<file path="config.mk">
export PLATFORM = sky130hd
export DESIGN_NAME = bsc_div_cell
export DESIGN_NICKNAME = d
export VERILOG_FILES = /design/src/hw/rtl/bsc_pkg.sv /design/src/hw/rtl/bsc_div_cell.sv
export SDC_FILE = /design/constraint.sdc
export NUM_CORES = 1
export LEC_CHECK = 0
export BUFFER_PORTS_ARGS = -buffer_cell sky130_fd_sc_hd__buf_2
export CAP_MARGIN = 20
export CORE_MARGIN = 4
export CORE_UTILIZATION = 50
export CTS_BUF_LIST = sky130_fd_sc_hd__clkbuf_2
export DETAILED_ROUTE_END_ITERATION = 10
export GPL_TIMING_DRIVEN = 0
export PLACE_DENSITY_LB_ADDON = 0.12
export SYNTH_ARGS = -nofsm -noshare
export SYNTH_HDL_FRONTEND = slang
export SYNTH_SLANG_ARGS = --single-unit
</file>
<file path="constraint.sdc">
create_clock -name i_clk -period 7.1 [get_ports i_clk]
set_clock_uncertainty 0.15 [all_clocks]
set_input_delay 0.355 -clock i_clk [delete_from_list [all_inputs] [get_ports i_clk]]
set_output_delay 0.355 -clock i_clk [all_outputs]
set_load 0.01 [all_outputs]
</file>
<file path="src/hw/rtl/bsc_pkg.sv">
// ----------------------------------------------------------------------------
// bsc_pkg
// Shared types and constants of the barometric compensation pipeline.
// ----------------------------------------------------------------------------
package bsc_pkg;

    // Q24 internal fixed point
    localparam int QF        = 24;
    localparam int RAW_W     = 24;
    localparam int SCALE_W   = 23;
    // Dividend is |raw| * 2^25 + k, divisor is 2k
    localparam int WORK_W    = RAW_W + QF + 1;
    localparam int DIV_W     = SCALE_W + 1;
    localparam int DIV_STEPS = WORK_W;
    // Scaled readings stay within 2^47 in magnitude
    localparam int MAG_W     = 48;
    localparam int ACC_W     = 64 + MAG_W;
    // Register stages of one multiply-accumulate cell
    localparam int MAC_LAT   = 7;

    localparam logic signed [63:0] S64_MAX = 64'sh7FFF_FFFF_FFFF_FFFF;
    localparam logic signed [63:0] S64_MIN = 64'sh8000_0000_0000_0000;
    localparam logic signed [63:0] P_MAX   = 64'sd2147483647;
    localparam logic signed [63:0] P_MIN   = -64'sd2147483648;
    localparam logic signed [63:0] T_MAX   = 64'sd8388607;
    localparam logic signed [63:0] T_MIN   = -64'sd8388608;

    typedef enum logic [2:0] {
        CFG_COEF_LO   = 3'd0,
        CFG_COEF_MID  = 3'd1,
        CFG_COEF_HI   = 3'd2,
        CFG_P_SCALE   = 3'd3,
        CFG_T_SCALE   = 3'd4,
        CFG_P_OFFSET  = 3'd5,
        CFG_T_OFFSET  = 3'd6
    } t_cfg_idx;

    typedef struct packed {
        logic signed [23:0] raw_pressure;
        logic signed [23:0] raw_temperature;
    } t_item;

    typedef struct packed {
        logic signed [31:0] pressure_fixed;
        logic signed [23:0] temperature_fixed;
        logic               clipped;
    } t_result;

    // Control travelling alongside a word through the MAC cells
    typedef struct packed {
        logic valid;
        logic sat;
    } t_mac_ctl;

endpackage

</file>
<file path="src/hw/rtl/bsc_div_cell.sv">
// ----------------------------------------------------------------------------
// bsc_div_cell
// One restoring division step: one quotient bit per cell, per cycle.
// ----------------------------------------------------------------------------
module bsc_div_cell (
    input  logic                             i_clk,
    input  logic                             i_rst_n,
    input  logic                             i_valid,
    input  logic                             i_neg,
    input  logic [bsc_pkg::DIV_W-1:0]        i_div,
    input  logic [bsc_pkg::DIV_W-1:0]        i_rem,
    input  logic [bsc_pkg::WORK_W-1:0]       i_work,
    output logic                             o_valid,
    output logic                             o_neg,
    output logic [bsc_pkg::DIV_W-1:0]        o_rem,
    output logic [bsc_pkg::WORK_W-1:0]       o_work
);

    logic [bsc_pkg::DIV_W:0]   w_trial;
    logic                      w_ge;
    logic [bsc_pkg::DIV_W:0]   w_diff;
    logic [bsc_pkg::DIV_W-1:0] n_rem;
    logic [bsc_pkg::WORK_W-1:0] n_work;

    // shift the next dividend bit into the remainder, quotient bit in at the bottom
    assign w_trial = {i_rem, i_work[bsc_pkg::WORK_W-1]};
    assign w_ge    = w_trial >= {1'b0, i_div};
    assign w_diff  = w_trial - {1'b0, i_div};
    assign n_rem   = w_ge ? w_diff[bsc_pkg::DIV_W-1:0] : w_trial[bsc_pkg::DIV_W-1:0];
    assign n_work  = {i_work[bsc_pkg::WORK_W-2:0], w_ge};

    always_ff @(posedge i_clk) begin
        if (!i_rst_n) begin
            o_valid <= 1'b0;
        end else begin
            o_valid <= i_valid;
        end
    end

    always_ff @(posedge i_clk) begin
        o_neg  <= i_neg;
        o_rem  <= n_rem;
        o_work <= n_work;
    end

endmodule

</file>
==> results of run 1 <==
==> power by group <==
part	leakage [nW]	internal [mW]	total (mW)	switching, mW
Combinational	1.93	0.158	0.317	0.160
Clock	0.0678	0.0557	0.235	0.179
Sequential	0.633	0.467	0.479	0.0126
Total	2.63	0.680	1.03	0.352
==> worst min-delay path: cells and delay by family <==
kind / cells / cell delay (ns)
AOI/OAI and AO/OA: 2 / 0.22
muxes: 1 / 0.17
buffers and inverters: 1 / 0.09
==> kinds of logic after synthesis <==
logic type	after synthesis
flip-flops	75
multiplexers	25
AO/OA/AOI/OAI	74
adder cells (fa/ha/maj)	25
XOR/XNOR	18
buffers and inverters	40
AND/OR/NAND/NOR	63
==> Yosys cell counts (2+ instances only) <==
cell | number | area (um2)
a211o_1 | 4 | 35.0
a211oi_1 | 2 | 15.0
a21o_1 | 11 | 82.6
a21oi_1 | 15 | 75.1
a221o_1 | 2 | 20.0
a221oi_1 | 2 | 17.5
a311oi_1 | 2 | 17.5
a31oi_1 | 6 | 37.5
and2_1 | 2 | 12.5
and3_1 | 6 | 37.5
buf_6 | 2 | 22.5
clkbuf_1 | 6 | 22.5
dfxtp_1 | 75 | 1500
ha_1 | 24 | 300
inv_1 | 32 | 120
mux2_1 | 14 | 158
mux2_2 | 5 | 56.3
mux2i_1 | 6 | 60.1
nand2_1 | 16 | 60.1
nand2b_1 | 3 | 18.8
nand3_1 | 4 | 20.0
nand4_1 | 4 | 25.0
nor2_1 | 15 | 56.3
nor2b_1 | 2 | 12.5
nor3_1 | 4 | 20.0
nor4_1 | 2 | 12.5
o211ai_1 | 2 | 15.0
o21a_1 | 4 | 30.0
o21ai_0 | 8 | 40.0
o21bai_1 | 4 | 30.0
o311ai_0 | 2 | 17.5
o311ai_4 | 2 | 52.6
or2_2 | 2 | 12.5
xnor2_1 | 14 | 123
xor2_1 | 4 | 35.0
==> layout make-up <==
| class | instances | share of cell area (%) |
|---|---|---|
| Antenna cell | 1 | 0.0486 |
| Buffer | 8 | 0.874 |
| Clock buffer | 9 | 0.874 |
| Clock inverter | 7 | 1.36 |
| Inverter | 32 | 2.33 |
| Multi-Input combinational cell | 205 | 31.5 |
| Sequential cell | 75 | 29.1 |
| Tap cell | 77 | 1.87 |
| Timing Repair Buffer | 252 | 32.0 |
==> through the flow <==
step	power (mW)	cell area [um2]
2_1_floorplan	0.655	3290
3_3_place_gp	0.752	4260
3_5_place_dp	0.757	4260
4_1_cts	1.02	5150
5_1_grt	1.09	5150
6_report	1.03	5150
==> final timing paths <==
kind      start       end  slack [ns]
max    i_rem[1]  o_rem[0]        3.51
min   i_rem[23]  o_rem[6]        0.18
==> flip-flops by register name (all words and copies together) (netlist names) <==
signal	flops
o_neg	1
o_rem	24
o_work	49
o_valid	1
==> timing repair <==
action                     4_1_cts  5_1_grt
hold endpoints to repair        74        0
gates resized for setup          0        0
hold buffers                    77        0
setup endpoints to repair        0        0
==> routing by layer <==
layer  global-route usage [%]  share of wire (%)  routed length [um]
met1                     28.9                 37                4180
met2                     51.4                 52                5810
met3                     6.64                8.4                 944
met4                     9.20                2.1                 233
met5                        0                  0                   0
==> flow_summary_export.csv, run 1 <==
group,metric,value,unit
run_status,status,"finished, final reports clean",
cts,tritoncts,"yes",
floorplanning,io_pins,176,
placed_design,placed_cells,572,
setup_path,path_class,"input port to register",
synth,synthAdderAreaFrac,9.73,%
synth,synthSimpleGateAreaFrac,9.35,%
setup_path,worstPathMaxFanout,10,
worst_hold_path,min_path_cells,4,
routing,vias,3396,
synth,synth_top_family_by_area,"compound AO/OA/AOI/OAI gates",
synth,avgSynthCellArea,10.3,um2
setup_path,critical-path-top-delay-family,"buffers and inverters",
synth,synth_edf_count,0,
grt,grt_pass1_vias,3398,
sta,finalHoldWorstSlack,0.177,ns
setup_path,cp_slowest_cell,"dlygate4sd3_1",
synth,synth_xor_area_share,4.79,%
floorplanning,fp.dieH,89.1,um
cts,clockRootBuffer,"clkbuf_2",
sta,clock.fmax,279,MHz
cts,clk_pin_slew_worst_paths,0.24,ns
cts,cts_setup_buffers,0,
final_layout,final_common_cell,"buf_2",
placed_design,place_ws,3.96,ns
synth,synthMuxAreaShare,8.33,%
sta,slew_headroom,65.1,%
setup_path,crit_path_start_kind,"input port",
floorplanning,rows,29,
routing,drc,0,
floorplanning,dieArea,7940,um2
final_layout,area_delta_synth_final,56.5,%
grt,grt_max_degree,17,
cts,htreeDepth,3,
worst_hold_path,hold_path_class,"input port to register",
grt,antenna_found_initial,1,
job,cap_viol_max_count,0,
cts,cts.sinks,75,
placed_design,gp_congestion,0.872,
sta,drv_slew,0,
final_layout,utilization,80.7,%
routing,ant_nets,0,
power,ir_worst_vdd,154,uV
synth,synth_warnings,0,
sta,rsz0062_at_grt,"no",
floorplanning,die_w,89.1,um
synth,ys_ff_latch,75,
setup_path,worstPathArrival,3.91,ns
final_layout,fin_cells,666,
power,p_leak,2.63,nW
routing,wl,11200,um
setup_path,cp_num_cells,12,
routing,avgRoutedWirePerCell,16.8,um
placed_design,numPortBuffers,175,
synth,synth_cell_types,47,
final_layout,layout.nets,709,
setup_path,timing.critical_path.buf_inv,4,
synth,synth_compound_area_share,17.1,%
power,p_per_area,200,nW/um2
floorplanning,coreArea,6390,um2
routing,vias_per_cell,5.10,
synth,syn_inst,320,
final_layout,multi_input_area,1620,um2
setup_path,cp-end-kind,"register",
sta,setup_tns,0,ns
grt,grt_use_total,27.0,%
final_layout,regArea,1500,um2
placed_design,hpwl,6850,um
sta,fin_crit,3.59,ns
synth,syn_nets,446,
sta,worst_pin_slew,0.521,ns
synth,async_flop_share,0,%
sta,fin_ws,3.51,ns
setup_path,path_cells,"dlygate4sd3_1 -> buf_2 -> ha_1 -> nor2_1 -> a211oi_2 -> nor2_2 -> o311ai_4 -> nand2_2 -> o311ai_4 -> buf_6 -> mux2i_1 -> dlygate4sd3_1",
sta,period_share,50.5,%
grt,grt_first_pass_wirelength,16300,um
sta,setup_violations,0,
routing,dr.pass1.iters,6,
synth,synth-seq-area-share,45.6,%
final_layout,nFillCells,412,
routing,drt_iter0_markers,89,
grt,grt_overflow,0,
synth,synth.cell_area,3290,um2
final_layout,drive_above_1_share,34.9,%
setup_path,cpPeakStageDelay,0.60,ns
cts,numCtsBuffers,9,
floorplanning,initial_core_util,51.5,%
cts,cts.path.max_buffers,2,
sta,final_hold_viol_count,0,
setup_path,cp.required,7.42,ns
synth,synthFlopType,"dfxtp_1",
final_layout,layout_common_cells,"buf_2, dlygate4sd3_1, dfxtp_1, inv_1, ha_1",
Note: power is estimated with default switching activity, not from simulation.
==> inputs of run 2 (changes only) <==
--- a/config.mk
+++ b/config.mk
@@ -8,7 +8,7 @@
 export BUFFER_PORTS_ARGS = -buffer_cell sky130_fd_sc_hd__buf_2
 export CAP_MARGIN = 20
 export CORE_MARGIN = 4
-export CORE_UTILIZATION = 50
+export CORE_UTILIZATION = 46
 export CTS_BUF_LIST = sky130_fd_sc_hd__clkbuf_2
 export DETAILED_ROUTE_END_ITERATION = 10
 export GPL_TIMING_DRIVEN = 0
==> constraint.sdc (replaced) <==
create_clock -name i_clk -period 3.52 [get_ports i_clk]
set_clock_uncertainty 0.15 [all_clocks]
set_input_delay 0.176 -clock i_clk [delete_from_list [all_inputs] [get_ports i_clk]]
set_output_delay 0.176 -clock i_clk [all_outputs]
set_load 0.01 [all_outputs]
==> run 2 against run 1 <==
Compared with the run above:
- critical path depth did not move
- critical path type unchanged
- hold slack got worse by 0.084 ns
- via count barely moved
- clock-buffer cell count did not move
- wire length rose by 1.1%
- setup slack got worse by 3.3 ns
- largest cell class unchanged
- final cell count rose by 3.5%
==> flow_summary_export.csv, run 2 (synthesized netlist as in run 1, its figures left out) <==
group,metric,value,unit
floorplanning,rows,30,
placed_design,numPortBuffers,175,
routing,vias,3397,
setup_path,worstPathMaxFanout,10,
final_layout,top_register,"o_work",
sta,final_hold_viol_count,0,
sta,clock.fmax,299,MHz
placed_design,hpwl,7030,um
final_layout,drive_above_1_share,34.6,%
grt,grt_first_pass_wirelength,17600,um
routing,wl,11300,um
run_status,status,"finished, final reports clean",
placed_design,gp_congestion,0.830,
final_layout,layout_common_cells,"buf_2, dlygate4sd3_1, dfxtp_1, inv_1, ha_1",
cts,cts.path.max_buffers,2,
power,power.total,2.23,mW
final_layout,nFillCells,473,
routing,ant_nets,0,
grt,grt_use_total,26.3,%
cts,cts.sinks,75,
setup_path,cp-end-kind,"register",
grt,grt_pass1_vias,3575,
floorplanning,die_w,92.6,um
grt,grt_max_degree,16,
routing,drt_iter0_markers,115,
cts,tritoncts,"yes",
job,cap_viol_max_count,0,
final_layout,layout.nets,714,
floorplanning,dieArea,8570,um2
routing,drc,0,
final_layout,antenna_cells,0,
sta,fin_crit,3.34,ns
setup_path,path_class,"input port to register",
setup_path,crit_path_start_kind,"input port",
sta,period_share,95.0,%
sta,drv_slew,0,
grt,grt_overflow,0,
cts,htreeDepth,3,
floorplanning,fp.dieH,92.6,um
cts,clockRootBuffer,"clkbuf_2",
floorplanning,coreArea,6870,um2
sta,slew_headroom,64.4,%
cts,cts_setup_buffers,0,
floorplanning,initial_core_util,47.9,%
sta,setup_tns,0,ns
final_layout,top_regs,"o_work: 49 flops, o_rem: 24 flops",
power,p_per_area,424,nW/um2
sta,rsz0062_at_grt,"no",
setup_path,worstPathArrival,3.70,ns
sta,worst_pin_slew,0.533,ns
power,ir_worst_vdd,266,uV
final_layout,final_common_cell,"buf_2",
grt,antenna_found_initial,0,
cts,post_cts_resized,0,
final_layout,area_delta_synth_final,59.8,%
floorplanning,io_pins,176,
cts,numCtsBuffers,9,
cts,clk_pin_slew_worst_paths,0.25,ns
setup_path,cp.required,3.88,ns
power,p_leak,2.67,nW
sta,setup_violations,0,
routing,vias_per_cell,4.93,
routing,dr.pass1.iters,4,
final_layout,largest_reg_flops,49,
routing,avgRoutedWirePerCell,16.4,um
worst_hold_path,hold_path_class,"input port to register",
run 2: cell type report:
| cell class | instances | area [um2] | share of cell area, % |
|---|---|---|---|
| timing repair buffer | 257 | 1700 | 32.3 |
| multi-input combinational | 205 | 1620 | 30.9 |
| sequential | 75 | 1500 | 28.6 |
| inverter | 32 | 120 | 2.28 |
| tap | 96 | 120 | 2.28 |
| clock inverter | 7 | 105 | 2.00 |
| clock buffer | 9 | 45.0 | 0.857 |
| buffer | 8 | 45.0 | 0.857 |
run 2: critical path, stage by stage:
cell and delay [ns]:
dlygate4sd3_1 0.56, buf_2 0.14, ha_1 0.37, nand2_1 0.11, a211oi_2 0.25, nor2_2 0.13, o311ai_4 0.33, nand2_2 0.14
o311ai_4 0.49, buf_6 0.25, mux2i_1 0.20, dlygate4sd3_1 0.56
run 2: routing by layer:
metal | vias to the layer above | GRT usage [%] | wire [um]
met1 | 1577 | 28.8 | 4400
li1 | 1667 | - | -
met3 | 17 | 6.58 | 784
met4 | 0 | 9.41 | 227
met5 | - | 0 | 0
met2 | 136 | 48.8 | 5880
run 2: through the flow:
step / setup slack (ns) / instance area (um2) / util [%] / std cells / hold slack (ns)
floorplan: 0.985 / 3290 / - / 320 / 0.0537
global placement: 0.562 / 4290 / 62.4 / 591 / 0.129
detailed placement: 0.517 / 4290 / 62.4 / 591 / 0.130
CTS: 0.193 / 5250 / 76.4 / 688 / 0.00740
global route: 0.0305 / 5260 / 76.5 / 689 / 0.0477
finish: 0.178 / 5260 / 76.5 / 689 / 0.0922
run 2: what timing repair did:
item	CTS	global route
endpoints found under the hold margin	74	1
hold buffers	81	1
setup endpoints to repair	0	1
run 2: final timing paths:
check,start,endpoint,slack [ns],depth (start not counted)
worst max-delay path,i_rem[3],o_rem[0],0.18,12
worst min-delay path,i_work[29],o_work[30],0.09,2
run 2: power by group:
part / switching, mW / total (mW) / internal, mW
clock network: 0.361 / 0.609 / 0.248
logic: 0.325 / 0.655 / 0.330
registers: 0.0232 / 0.964 / 0.941
total: 0.710 / 2.23 / 1.52
